$ cat config.mk
export PLATFORM = sky130hd
export DESIGN_NAME = ipc_rendezvous_endpoint_unit
export DESIGN_NICKNAME = d
export VERILOG_FILES = /design/src/design/ipcre_pkg.sv /design/src/design/ipc_rendezvous_endpoint_unit.sv
export SDC_FILE = /design/constraint.sdc
export NUM_CORES = 1
export LEC_CHECK = 0
export BUFFER_PORTS_ARGS = -buffer_cell sky130_fd_sc_hd__clkbuf_2
export CORE_AREA = 2 2 211 213
export CTS_BUF_LIST = sky130_fd_sc_hd__clkbuf_4 sky130_fd_sc_hd__clkbuf_8 sky130_fd_sc_hd__clkbuf_16
export CTS_CLUSTER_DIAMETER = 200
export DETAILED_ROUTE_END_ITERATION = 10
export DIE_AREA = 0 0 213 215
export PLACE_DENSITY_LB_ADDON = 0.2
export SETUP_SLACK_MARGIN = 0.3
export SLEW_MARGIN = 20
export SYNTH_ARGS = -nofsm -noshare
export SYNTH_HDL_FRONTEND = slang
export SYNTH_SLANG_ARGS = --single-unit
$ cat constraint.sdc
create_clock -name clk_i -period 4.2 [get_ports clk_i]
set_input_delay 0.63 -clock clk_i [delete_from_list [all_inputs] [get_ports clk_i]]
set_output_delay 0.63 -clock clk_i [all_outputs]
set_load 0.005 [all_outputs]
$ cat src/design/ipcre_pkg.sv
// ----------------------------------------------------------------------------
// IPC rendezvous endpoint package
// Operation codes, endpoint status codes and ring selectors that the
// endpoint logic shares.
// ----------------------------------------------------------------------------
package ipcre_pkg;

  // Operation codes carried on the mode field.
  localparam logic [1:0] MODE_SEND    = 2'd0;
  localparam logic [1:0] MODE_RECEIVE = 2'd1;
  localparam logic [1:0] MODE_REPLY   = 2'd2;
  localparam logic [1:0] MODE_CANCEL  = 2'd3;

  // Endpoint status codes.
  localparam logic [1:0] EP_IDLE          = 2'd0;
  localparam logic [1:0] EP_SENDERS_WAIT  = 2'd1;
  localparam logic [1:0] EP_RECEIVERS_WAIT = 2'd2;

  // Ring selector, the top bit of the shared waiter memory address.
  localparam logic RING_SND = 1'b0;
  localparam logic RING_RCV = 1'b1;

endpackage

$ cat src/design/ipc_rendezvous_endpoint_unit.sv
// ----------------------------------------------------------------------------
// IPC rendezvous endpoint unit
// Two FIFO rings of blocked thread ids, one pending reply target, and a
// small sequencer around one shared waiter memory and one id comparator.
// ----------------------------------------------------------------------------
// Usage:
//   A transaction is one operation (mode_i, thread_id_i). It is accepted at a
//   rising edge where start is high and busy is low. Every transaction yields
//   exactly one result, shown for a single cycle with done_o high; the
//   receiver cannot stall, so it must sample the result in that cycle.
//   Sequencing:
//     push, dropped push, reply : done_o in the cycle after acceptance, and busy
//                                 stays low, so one such transaction a cycle.
//     send/receive with a match : via ST_POP; the pop reads the waiter memory
//                                 and its registered read data is the partner.
//     cancel                    : ST_WALK goes over the sender ring, then the
//                                 receiver ring, as the comparator walks and
//                                 compacts one entry a cycle.
//   sender_count_o, receiver_count_o, endpoint_state_o and reply_outstanding_o
//   follow the live queue state and are valid whenever done_o is high.
//   Reset empties both rings and clears the reply target; the ring storage
//   itself is not cleared, since only entries below the fill are ever read.
// ----------------------------------------------------------------------------
module ipc_rendezvous_endpoint_unit #(
  parameter int WAITER_DEPTH   = 16,
  parameter int THREAD_ID_BITS = 8
) (
  input  logic                                     clk_i,
  input  logic                                     rst_ni,
  input  logic                                     start,
  output logic                                     busy,
  input  logic [1:0]                               mode_i,
  input  logic [THREAD_ID_BITS-1:0]                thread_id_i,
  output logic                                     done_o,
  output logic                                     matched_o,
  output logic [THREAD_ID_BITS-1:0]                partner_id_o,
  output logic                                     queue_full_drop_o,
  output logic [1:0]                               endpoint_state_o,
  output logic [$clog2(WAITER_DEPTH+1)-1:0]        sender_count_o,
  output logic [$clog2(WAITER_DEPTH+1)-1:0]        receiver_count_o,
  output logic                                     reply_outstanding_o
);

  localparam int IW = $clog2(WAITER_DEPTH);
  localparam int CW = $clog2(WAITER_DEPTH + 1);
  localparam int AW = IW + 1;
  localparam logic [CW-1:0] FULL_FILL = CW'(WAITER_DEPTH);
  localparam logic [IW-1:0] LAST_IDX  = IW'(WAITER_DEPTH - 1);

  // Sequencer states.
  localparam logic [1:0] ST_IDLE = 2'd0;
  localparam logic [1:0] ST_POP  = 2'd1;
  localparam logic [1:0] ST_WALK = 2'd2;

  function automatic logic [IW-1:0] adv(input logic [IW-1:0] idx);
    adv = (idx == LAST_IDX) ? '0 : idx + 1'b1;
  endfunction

  logic [1:0]                state_q, state_d;
  logic [1:0]                mode_q, mode_d;
  logic [THREAD_ID_BITS-1:0] tid_q, tid_d;

  logic [IW-1:0] shead_q, shead_d, stail_q, stail_d;
  logic [IW-1:0] rhead_q, rhead_d, rtail_q, rtail_d;
  logic [CW-1:0] sfill_q, sfill_d, rfill_q, rfill_d;

  logic [THREAD_ID_BITS-1:0] reply_target_q, reply_target_d;
  logic                      reply_valid_q, reply_valid_d;

  // Cancel walk: ring under compaction, read and write pointers, entries
  // still to read, entries kept, and a flag for read data in flight.
  logic          ring_q, ring_d;
  logic [IW-1:0] rp_q, rp_d, wp_q, wp_d;
  logic [CW-1:0] left_q, left_d, kept_q, kept_d;
  logic          pend_q, pend_d;

  logic                      done_q, done_d;
  logic                      matched_q, matched_d;
  logic [THREAD_ID_BITS-1:0] partner_q, partner_d;
  logic                      drop_q, drop_d;

  // Shared waiter memory: sender ring in the lower half, receiver ring above.
  logic [THREAD_ID_BITS-1:0] mem_q [2**AW];
  logic [THREAD_ID_BITS-1:0] rd_q;
  logic                      mem_we, mem_re;
  logic [AW-1:0]             mem_wa, mem_ra;
  logic [THREAD_ID_BITS-1:0] mem_wd;

  logic accept;
  assign accept = start && !busy;

  always_comb begin
    state_d        = state_q;
    mode_d         = mode_q;
    tid_d          = tid_q;
    shead_d        = shead_q;
    stail_d        = stail_q;
    sfill_d        = sfill_q;
    rhead_d        = rhead_q;
    rtail_d        = rtail_q;
    rfill_d        = rfill_q;
    reply_target_d = reply_target_q;
    reply_valid_d  = reply_valid_q;
    ring_d         = ring_q;
    rp_d           = rp_q;
    wp_d           = wp_q;
    left_d         = left_q;
    kept_d         = kept_q;
    pend_d         = 1'b0;
    done_d         = 1'b0;
    matched_d      = 1'b0;
    partner_d      = '0;
    drop_d         = 1'b0;
    mem_we         = 1'b0;
    mem_re         = 1'b0;
    mem_wa         = '0;
    mem_ra         = '0;
    mem_wd         = thread_id_i;

    case (state_q)
      ST_IDLE: begin
        if (accept) begin
          mode_d = mode_i;
          tid_d  = thread_id_i;
          case (mode_i)
            ipcre_pkg::MODE_SEND: begin
              if (rfill_q != '0) begin
                mem_re  = 1'b1;
                mem_ra  = {ipcre_pkg::RING_RCV, rhead_q};
                rhead_d = adv(rhead_q);
                rfill_d = rfill_q - 1'b1;
                state_d = ST_POP;
              end else if (sfill_q == FULL_FILL) begin
                done_d = 1'b1;
                drop_d = 1'b1;
              end else begin
                mem_we  = 1'b1;
                mem_wa  = {ipcre_pkg::RING_SND, stail_q};
                stail_d = adv(stail_q);
                sfill_d = sfill_q + 1'b1;
                done_d  = 1'b1;
              end
            end
            ipcre_pkg::MODE_RECEIVE: begin
              if (sfill_q != '0) begin
                mem_re  = 1'b1;
                mem_ra  = {ipcre_pkg::RING_SND, shead_q};
                shead_d = adv(shead_q);
                sfill_d = sfill_q - 1'b1;
                state_d = ST_POP;
              end else if (rfill_q == FULL_FILL) begin
                done_d = 1'b1;
                drop_d = 1'b1;
              end else begin
                mem_we  = 1'b1;
                mem_wa  = {ipcre_pkg::RING_RCV, rtail_q};
                rtail_d = adv(rtail_q);
                rfill_d = rfill_q + 1'b1;
                done_d  = 1'b1;
              end
            end
            ipcre_pkg::MODE_REPLY: begin
              done_d = 1'b1;
              if (reply_valid_q) begin
                matched_d      = 1'b1;
                partner_d      = reply_target_q;
                reply_valid_d  = 1'b0;
                reply_target_d = '0;
              end
            end
            default: begin
              ring_d  = ipcre_pkg::RING_SND;
              rp_d    = shead_q;
              wp_d    = shead_q;
              left_d  = sfill_q;
              kept_d  = '0;
              state_d = ST_WALK;
            end
          endcase
        end
      end

      ST_POP: begin
        done_d         = 1'b1;
        matched_d      = 1'b1;
        partner_d      = rd_q;
        reply_valid_d  = 1'b1;
        reply_target_d = (mode_q == ipcre_pkg::MODE_SEND) ? tid_q : rd_q;
        state_d        = ST_IDLE;
      end

      ST_WALK: begin
        if (left_q != '0) begin
          mem_re = 1'b1;
          mem_ra = {ring_q, rp_q};
          rp_d   = adv(rp_q);
          left_d = left_q - 1'b1;
          pend_d = 1'b1;
        end
        if (pend_q && (rd_q != tid_q)) begin
          mem_we = 1'b1;
          mem_wa = {ring_q, wp_q};
          mem_wd = rd_q;
          wp_d   = adv(wp_q);
          kept_d = kept_q + 1'b1;
        end
        if ((left_q == '0) && !pend_q) begin
          if (ring_q == ipcre_pkg::RING_SND) begin
            stail_d = wp_q;
            sfill_d = kept_q;
            ring_d  = ipcre_pkg::RING_RCV;
            rp_d    = rhead_q;
            wp_d    = rhead_q;
            left_d  = rfill_q;
            kept_d  = '0;
          end else begin
            rtail_d = wp_q;
            rfill_d = kept_q;
            done_d  = 1'b1;
            state_d = ST_IDLE;
          end
        end
      end

      default: begin
        state_d = ST_IDLE;
      end
    endcase
  end

  always_ff @(posedge clk_i or negedge rst_ni) begin
    if (!rst_ni) begin
      state_q        <= ST_IDLE;
      shead_q        <= '0;
      stail_q        <= '0;
      sfill_q        <= '0;
      rhead_q        <= '0;
      rtail_q        <= '0;
      rfill_q        <= '0;
      reply_target_q <= '0;
      reply_valid_q  <= 1'b0;
      left_q         <= '0;
      pend_q         <= 1'b0;
      done_q         <= 1'b0;
    end else begin
      state_q        <= state_d;
      shead_q        <= shead_d;
      stail_q        <= stail_d;
      sfill_q        <= sfill_d;
      rhead_q        <= rhead_d;
      rtail_q        <= rtail_d;
      rfill_q        <= rfill_d;
      reply_target_q <= reply_target_d;
      reply_valid_q  <= reply_valid_d;
      left_q         <= left_d;
      pend_q         <= pend_d;
      done_q         <= done_d;
    end
  end

  always_ff @(posedge clk_i) begin
    mode_q    <= mode_d;
    tid_q     <= tid_d;
    ring_q    <= ring_d;
    rp_q      <= rp_d;
    wp_q      <= wp_d;
    kept_q    <= kept_d;
    matched_q <= matched_d;
    partner_q <= partner_d;
    drop_q    <= drop_d;
  end

  // Waiter memory: one write and one registered read per cycle.
  always_ff @(posedge clk_i) begin
    if (mem_we) begin
      mem_q[mem_wa] <= mem_wd;
    end
    if (mem_re) begin
      rd_q <= mem_q[mem_ra];
    end
  end

  always_comb begin
    if ((sfill_q != '0) && (rfill_q == '0)) begin
      endpoint_state_o = ipcre_pkg::EP_SENDERS_WAIT;
    end else if ((rfill_q != '0) && (sfill_q == '0)) begin
      endpoint_state_o = ipcre_pkg::EP_RECEIVERS_WAIT;
    end else begin
      endpoint_state_o = ipcre_pkg::EP_IDLE;
    end
  end

  assign busy                = (state_q != ST_IDLE);
  assign done_o              = done_q;
  assign matched_o           = matched_q;
  assign partner_id_o        = partner_q;
  assign queue_full_drop_o   = drop_q;
  assign sender_count_o      = sfill_q;
  assign receiver_count_o    = rfill_q;
  assign reply_outstanding_o = reply_valid_q;

`ifndef NO_ASSERTIONS
  // At most one ring ever holds waiters.
  a_one_ring_waits: assert property (@(posedge clk_i) disable iff (!rst_ni)
    !((sfill_q != '0) && (rfill_q != '0)))
    else $error("both waiter rings are non-empty");

  // No result is presented while an operation is still in progress.
  a_no_done_busy: assert property (@(posedge clk_i) disable iff (!rst_ni)
    busy |-> !done_o)
    else $error("result strobe while busy");

  // A result never reports both a match and a dropped push.
  a_match_xor_drop: assert property (@(posedge clk_i) disable iff (!rst_ni)
    done_o |-> !(matched_o && queue_full_drop_o))
    else $error("match and drop in one result");

  // A send that finds no receiver and room queues the sender at once.
  a_send_push: assert property (@(posedge clk_i) disable iff (!rst_ni)
    (accept && (mode_i == ipcre_pkg::MODE_SEND) && (rfill_q == '0) &&
     (sfill_q != FULL_FILL))
    |=> (done_o && !matched_o && (sfill_q == $past(sfill_q) + 1'b1)))
    else $error("send push did not complete in one cycle");

  // A reply with a caller pending hands it back and clears the target.
  a_reply_clears: assert property (@(posedge clk_i) disable iff (!rst_ni)
    (accept && (mode_i == ipcre_pkg::MODE_REPLY) && reply_valid_q)
    |=> (done_o && matched_o && !reply_outstanding_o))
    else $error("reply did not release the pending caller");
`endif

endmodule

==> results of run 1 <==
[cells by family after synthesis]
kind of cell             after synthesis  share of synthesized area (%)
buffers and inverters                 77                           2.32
multiplexers                         101                           6.88
XOR/XNOR                              21                           1.22
AND/OR/NAND/NOR                      380                           11.7
flip-flops                           342                           65.8
AO/OA/AOI/OAI                        219                           10.6
adder cells (fa/ha/maj)               17                           1.51
[what timing repair did]
action | CTS | global route
endpoints found under the hold margin | 0 | 0
setup buffers | 0 | 6
endpoints found under the setup margin | 0 | 7
gates resized for setup | 0 | 2
hold buffers | 0 | 0
[cell type report]
type,instances,area (um^2),area share [%]
sequential,342,9950,56.1
clock buffer,47,1040,5.85
tap,592,741,4.18
antenna,1,2.50,0.0141
multi-input combinational,738,4840,27.3
clock inverter,24,354,2.00
inverter,17,63.8,0.360
timing repair buffer,103,731,4.12
[stage by stage]
stage / util (%) / worst slack [ns]
finish: 40.6 / 0.492
global route: 40.6 / 0.319
floorplan: - / 0.948
detailed placement: 37.3 / 0.387
CTS: 40.5 / 0.375
global placement: 37.3 / 0.482
[critical path, stage by stage, from the launching register on]
cell       delay [ns]
dfrtp_1          0.49
or4_1            0.77
a2111oi_4        0.59
a22oi_1          0.18
o22ai_1          0.25
or3b_1           0.64
nor2_1           0.30
buf_4            0.21
[sequential cells by signal, summed over array words and instances (netlist names), 4 cells and up]
name	cells
kept_q	5
left_q	5
mem_q	256
partner_id_o	8
rd_q	8
receiver_count_o	5
reply_target_q	8
rhead_q	4
rp_q	4
rtail_q	4
sender_count_o	5
shead_q	4
stail_q	4
tid_q	8
wp_q	4
[layer usage]
layer / GRT usage, % / part of all wire (%)
met2: 29.0 / 47
met1: 24.7 / 45
met3: 3.93 / 5.8
met5: 0 / 0
met4: 5.83 / 2.2
[power groups by stage]
stage	Sequential (W)	Clock, W	Combinational (W)
final	0.00497	0.00370	0.00417
after global routing	0.00503	0.00392	0.00458
after CTS	0.00496	0.00377	0.00415
after detailed placement	0.00503	0	0.00412
after global placement	0.00502	0	0.00409
after floorplan	0.00480	0	0.00281
[path summary, 6_finish.rpt]
check	startpoint	endpoint	slack, ns
max	receiver_count_o[0]$_DFFE_PN0P_	mem_q[21][6]$_DFFE_PP_	0.49
min	rst_ni	sender_count_o[0]$_DFFE_PN0P_	0.08
max reg2reg	receiver_count_o[0]$_DFFE_PN0P_	mem_q[21][6]$_DFFE_PP_	0.49
min reg2reg	reply_target_q[5]$_DFFE_PN0P_	partner_id_o[5]$_DFF_P_	0.49
max in group asynchronous	rst_ni	shead_q[0]$_DFFE_PN0P_	3.34
min in group clk_i	thread_id_i[6]	tid_q[6]$_DFFE_PP_	0.25
[layout by cell type, fill, tap and decap left out, types with 11 or more instances in the layout]
cell type,instances
dfrtp_1,44
ha_1,15
a22o_1,12
mux2_2,14
clkbuf_16,39
edfxtp_1,288
a32oi_1,27
o22ai_1,17
inv_1,15
nand4_1,11
a31oi_1,11
nand2_1,187
xor2_1,13
clkbuf_2,37
a21oi_1,42
mux2i_1,86
buf_4,62
a21boi_0,15
nor2_1,68
o21ai_0,34
nand3_1,46
==> metrics.md, run 1 <==
| Metric | Value |
|---|---|
| Tcrit/Tclk final | 88.3% |
| DRC Markers | 0 |
| IO Port Bufs | 37 |
| Clock Sink Count | 342 |
| Post-synth EDFFs | 288 |
| RePlAce Congestion | 0.862 |
| Synth Area per Inst | 13.1 um^2 |
| Synth Flop Type | edfxtp_1 |
| Placed Area | 16300 um^2 |
| Tightest Pin Transition | 0.901 ns |
| Max Slew Vio Count | 0 |
| Tot GR Track Use | 18.2% |
| Final count of negative-setup-slack endpoints | 0 |
| F_max | 270 MHz |
| Post-synthesis sequential area ratio | 65.8% |
| Most common cell in the netlist | edfxtp_1 |
| Maxcap violations | 0 |
| Reg clk slew, reported paths | 0.06 ns |
| Most frequent cells after synthesis | 288 x edfxtp_1, 187 x nand2_1, 86 x mux2i_1, 68 x nor2_1, 47 x nand3_1 |
| Min-delay worst type | in -> async |
| H-tree Lvls | 2 |
| Drt total wl | 41200 um |
| CP max FO | 8 |
| Die area | 45800 um^2 |
| Vias per inst | 5.23 |
| Seq cells post-synth | 342 |
| FP Rows | 77 |
| Clock power share | 28.8% |
| Setup TNS | 0 ns |
| Global-route wire length before repair | 62100 um |
| Hold slack final | 0.0752 ns |
| Unrepaired setup endpoints after global routing | false |
| Clk_lat worst skew | 0.58 ns |
| Routed vias | 9750 |
| Layout cells sized above 1 | 16.8% |
| CP required | 4.48 ns |
| Num CTS Buffers | 39 |
| Die width | 213 um |
| Clock Root Buffer | clkbuf_16 |
| Crit path launch type | flip-flop |
| Nets | 1271 |
| Worst EP arrival | 3.99 ns |
| Post-route insts no fill | 1864 |
| Antenna violations before repair | 1 |
| Setup CP Type | reg -> reg |
| Mapped Area | 15100 um^2 |
| Post-layout min period | 3.71 ns |
| Maximum vdd drop | 273 uV |
| Area Growth Syn to Fin | 17.2% |
| Switching Fraction | 36.0% |
| Syn Inst Count | 1157 |
| Main area contributors after synthesis | edfxtp_1 57%, dfrtp_1 7.3%, mux2i_1 5.7%, nand2_1 4.6%, nor2_1 1.7% |
| Flop pwr share | 38.7% |
| Clock Tree Buf Depth | 3 |
| CTS tree | yes |
| PnR Total Power | 0.0128 W |
| P per Cell Area | 725 nW/um^2 |
| DR iter-0 viols | 958 |
| Worst R2R Path Depth | 7 |
| Synthesis Warnings | 0 |
| Synthesized net count | 1187 |
| Post-route ant nets | 0 |
| Synth top area share | 57.2% |
| Clock skew after layout | 0.0405 ns |
| Synth area leader | edfxtp_1 |
| Status | finished clean |
| Wire per inst | 22.1 um |
| LEAKAGE | 6.24 nW |
| Slew headroom | 39.7% |
| Layout fillers | 4085 |
| Core Area | 43600 um^2 |
| Post-Layout Inst Area | 17700 um^2 |
| Switching power | 0.00462 W |
| Die H | 215 um |
| Largest net degree at the start of global routing | 44 |
| Kind of end point of the critical path | flip-flop |
| Cells after DPL | 1786 |
| Int Power | 0.00822 W |
| Starting Density | 34.7% |
| Total gr overflow | 0 |
| Final HPWL DP | 27100 um |
| Count of different cell masters after synthesis | 74 |
| Number of top-level pins | 38 |
| Drt pass-1 iters | 5 |
| Count of final hold-check violations | 0 |
| Post-synth ARST share | 12.9% |
| Vias in the first global route | 9714 |
| Comb pwr share | 32.5% |
Note: power is estimated with default switching activity, not from simulation.
==> run 2, diff against run 1 <==
--- a/config.mk
+++ b/config.mk
@@ -6,11 +6,11 @@
 export NUM_CORES = 1
 export LEC_CHECK = 0
 export BUFFER_PORTS_ARGS = -buffer_cell sky130_fd_sc_hd__clkbuf_2
-export CORE_AREA = 2 2 211 213
+export CORE_AREA = 2 2 236 238
 export CTS_BUF_LIST = sky130_fd_sc_hd__clkbuf_4 sky130_fd_sc_hd__clkbuf_8 sky130_fd_sc_hd__clkbuf_16
 export CTS_CLUSTER_DIAMETER = 200
 export DETAILED_ROUTE_END_ITERATION = 10
-export DIE_AREA = 0 0 213 215
+export DIE_AREA = 0 0 238 240
 export PLACE_DENSITY_LB_ADDON = 0.2
 export SETUP_SLACK_MARGIN = 0.3
 export SLEW_MARGIN = 20
==> metrics.md, run 2 (synthesis gave the netlist of run 1 again) <==
| Metric | Value |
|---|---|
| Status | finished clean |
| IO Port Bufs | 37 |
| RePlAce Congestion | 0.816 |
| Diode count | 0 |
| Area Growth Syn to Fin | 16.9% |
| Clock skew after layout | 0.0236 ns |
| Cts repair resizes | 0 |
| Met1 usage | 20.8% |
| Die H | 240 um |
| Unrepaired setup endpoints after global routing | false |
| Commonest non-fill, non-tap cell in the layout | edfxtp_1 |
| Setup CP Type | reg -> reg |
| Setup TNS | 0 ns |
| Antenna violations before repair | 0 |
| Number of top-level pins | 38 |
| Final HPWL DP | 28600 um |
| Finished Core Util | 32.3% |
| DRC Markers | 0 |
| Drt total wl | 42800 um |
| CTS tree | yes |
| P per Cell Area | 705 nW/um^2 |
| Nets | 1276 |
| Reg with most FFs | mem_q |
| Layout cells sized above 1 | 17.0% |
| Top Usage Layer GRT | met2 |
| Tcrit/Tclk final | 88.1% |
| Placed Area | 16500 um^2 |
| Most frequent CP cell | buf_4 |
| CP peak stage delay | 0.52 ns |
| Layout fillers | 5472 |
| Clock Tree Buf Depth | 3 |
| Max Slew Vio Count | 0 |
| LEAKAGE | 6.17 nW |
| GR Util met3 | 2.66% |
| Core Area | 54700 um^2 |
| CP required | 4.58 ns |
| Slew headroom | 34.2% |
| Final count of negative-setup-slack endpoints | 0 |
| Vias per inst | 4.97 |
| Most frequent cells in the layout | 288 x edfxtp_1, 187 x nand2_1, 86 x mux2i_1 |
| Max reg flops | 256 |
| F_max | 270 MHz |
| Clock Root Buffer | clkbuf_16 |
| Reg clk slew, reported paths | 0.06 ns |
| Worst path cell trace | inv_1, ha_1, or4b_1, buf_4, and3_1, a221oi_4, buf_4, nor3_1, buf_4, a32oi_1, nand4_1, nor4_2 |
| Maximum vdd drop | 220 uV |
| Crit path max-delay cell type | or4b_1 |
| Die width | 238 um |
| Vias in the first global route | 9806 |
| Multi-input gate area | 4840 um^2 |
| Clk_lat worst skew | 0.56 ns |
| Cells after DPL | 1910 |
| Wire per inst | 21.6 um |
| Place WS | 0.333 ns |
| Cts hold-fix bufs | 0 |
| Crit path launch type | flip-flop |
| Buffer count from post-CTS setup fixing | 0 |
| Num CTS Buffers | 38 |
| Starting Density | 27.7% |
| Worst EP arrival | 4.08 ns |
| Maxcap violations | 0 |
| FP Rows | 86 |
| Count of final hold-check violations | 0 |
| Kind of end point of the critical path | flip-flop |
| Min-delay worst type | in -> async |
| Routed vias | 9847 |
| DR iter-0 viols | 724 |
| Total gr overflow | 0 |
| Global-route wire length before repair | 64800 um |
| Clock Sink Count | 342 |
| Die area | 57100 um^2 |
| Sequential cell area | 9950 um^2 |
| Met2 Usage GRT | 24.7% |
| Final worst setup slack | 0.499 ns |
| H-tree Lvls | 2 |
| CP max FO | 19 |
| Largest net degree at the start of global routing | 49 |
| Tightest Pin Transition | 0.983 ns |
| Post-layout min period | 3.70 ns |
| Post-route ant nets | 0 |
| Post-route insts no fill | 1980 |
| Drt pass-1 iters | 5 |
| Post-Layout Inst Area | 17700 um^2 |
| Tot GR Track Use | 15.2% |
## run 2: cell count changes in the layout (fill, tap and decap cells not counted), moves of 2 or more
cell,before,now
buf_4,62,70
bufinv_16,8,1
clkinv_2,3,9
buf_12,4,2
clkinv_8,0,2
inv_16,2,0
## run 2: where the power goes
group / internal [W] / total, W / leakage [nW] / switching, W
sequential: 0.00442 / 0.00494 / 3.22 / 0.000525
combinational: 0.00153 / 0.00430 / 2.35 / 0.00277
clock: 0.00183 / 0.00323 / 0.598 / 0.00139
total: 0.00778 / 0.0125 / 6.17 / 0.00469
## run 2: metrics by stage
stage                     hold WS, ns  power (W)
after floorplan                 0.334    0.00761
after global placement          0.470    0.00931
after detailed placement        0.470    0.00934
after CTS                     0.00227     0.0126
after global routing           0.0337     0.0132
final                          0.0155     0.0125
## run 2: routing by layer
layer  share of wire (%)  routed length [um]
met5                   0                   0
met4                 2.4                1010
met3                 4.4                1890
met2                  47               20100
met1                  46               19700
## run 2: area by class of cell
| cell class | count | share of cell area [%] |
|---|---|---|
| well taps | 704 | 4.98 |
| clock inverters | 22 | 0.863 |
| inverters | 17 | 0.361 |
| flip-flops and latches | 342 | 56.3 |
| multi-input cells | 738 | 27.4 |
| clock buffers | 48 | 5.90 |
| repair buffers | 109 | 4.25 |
## run 2: final timing paths
| kind | from | endpoint | slack (ns) | cells after the start |
|---|---|---|---|---|
| max | left_q[0]$_DFFE_PN0P_ | rd_q[4]$_DFFE_PP_ | 0.50 | 12 |
| min | rst_ni | sender_count_o[1]$_DFFE_PN0P_ | 0.02 | 1 |
| max reg2reg | left_q[0]$_DFFE_PN0P_ | rd_q[4]$_DFFE_PP_ | 0.50 | 12 |
| min reg2reg | reply_target_q[2]$_DFFE_PN0P_ | partner_id_o[2]$_DFF_P_ | 0.48 | 1 |
| max in group asynchronous | rst_ni | shead_q[0]$_DFFE_PN0P_ | 3.37 | 2 |
| min in group clk_i | thread_id_i[3] | tid_q[3]$_DFFE_PP_ | 0.27 | 1 |
## run 2: worst max-delay path: cells and delay by family, from the launching register on
| family | cells | cell delay (ns) |
|---|---|---|
| AO/OA/AOI/OAI | 2 | 0.50 |
| flip-flops | 1 | 0.42 |
| adder cells (fa/ha/maj) | 1 | 0.21 |
| buffers and inverters | 4 | 0.87 |
| AND/OR/NAND/NOR | 5 | 1.50 |
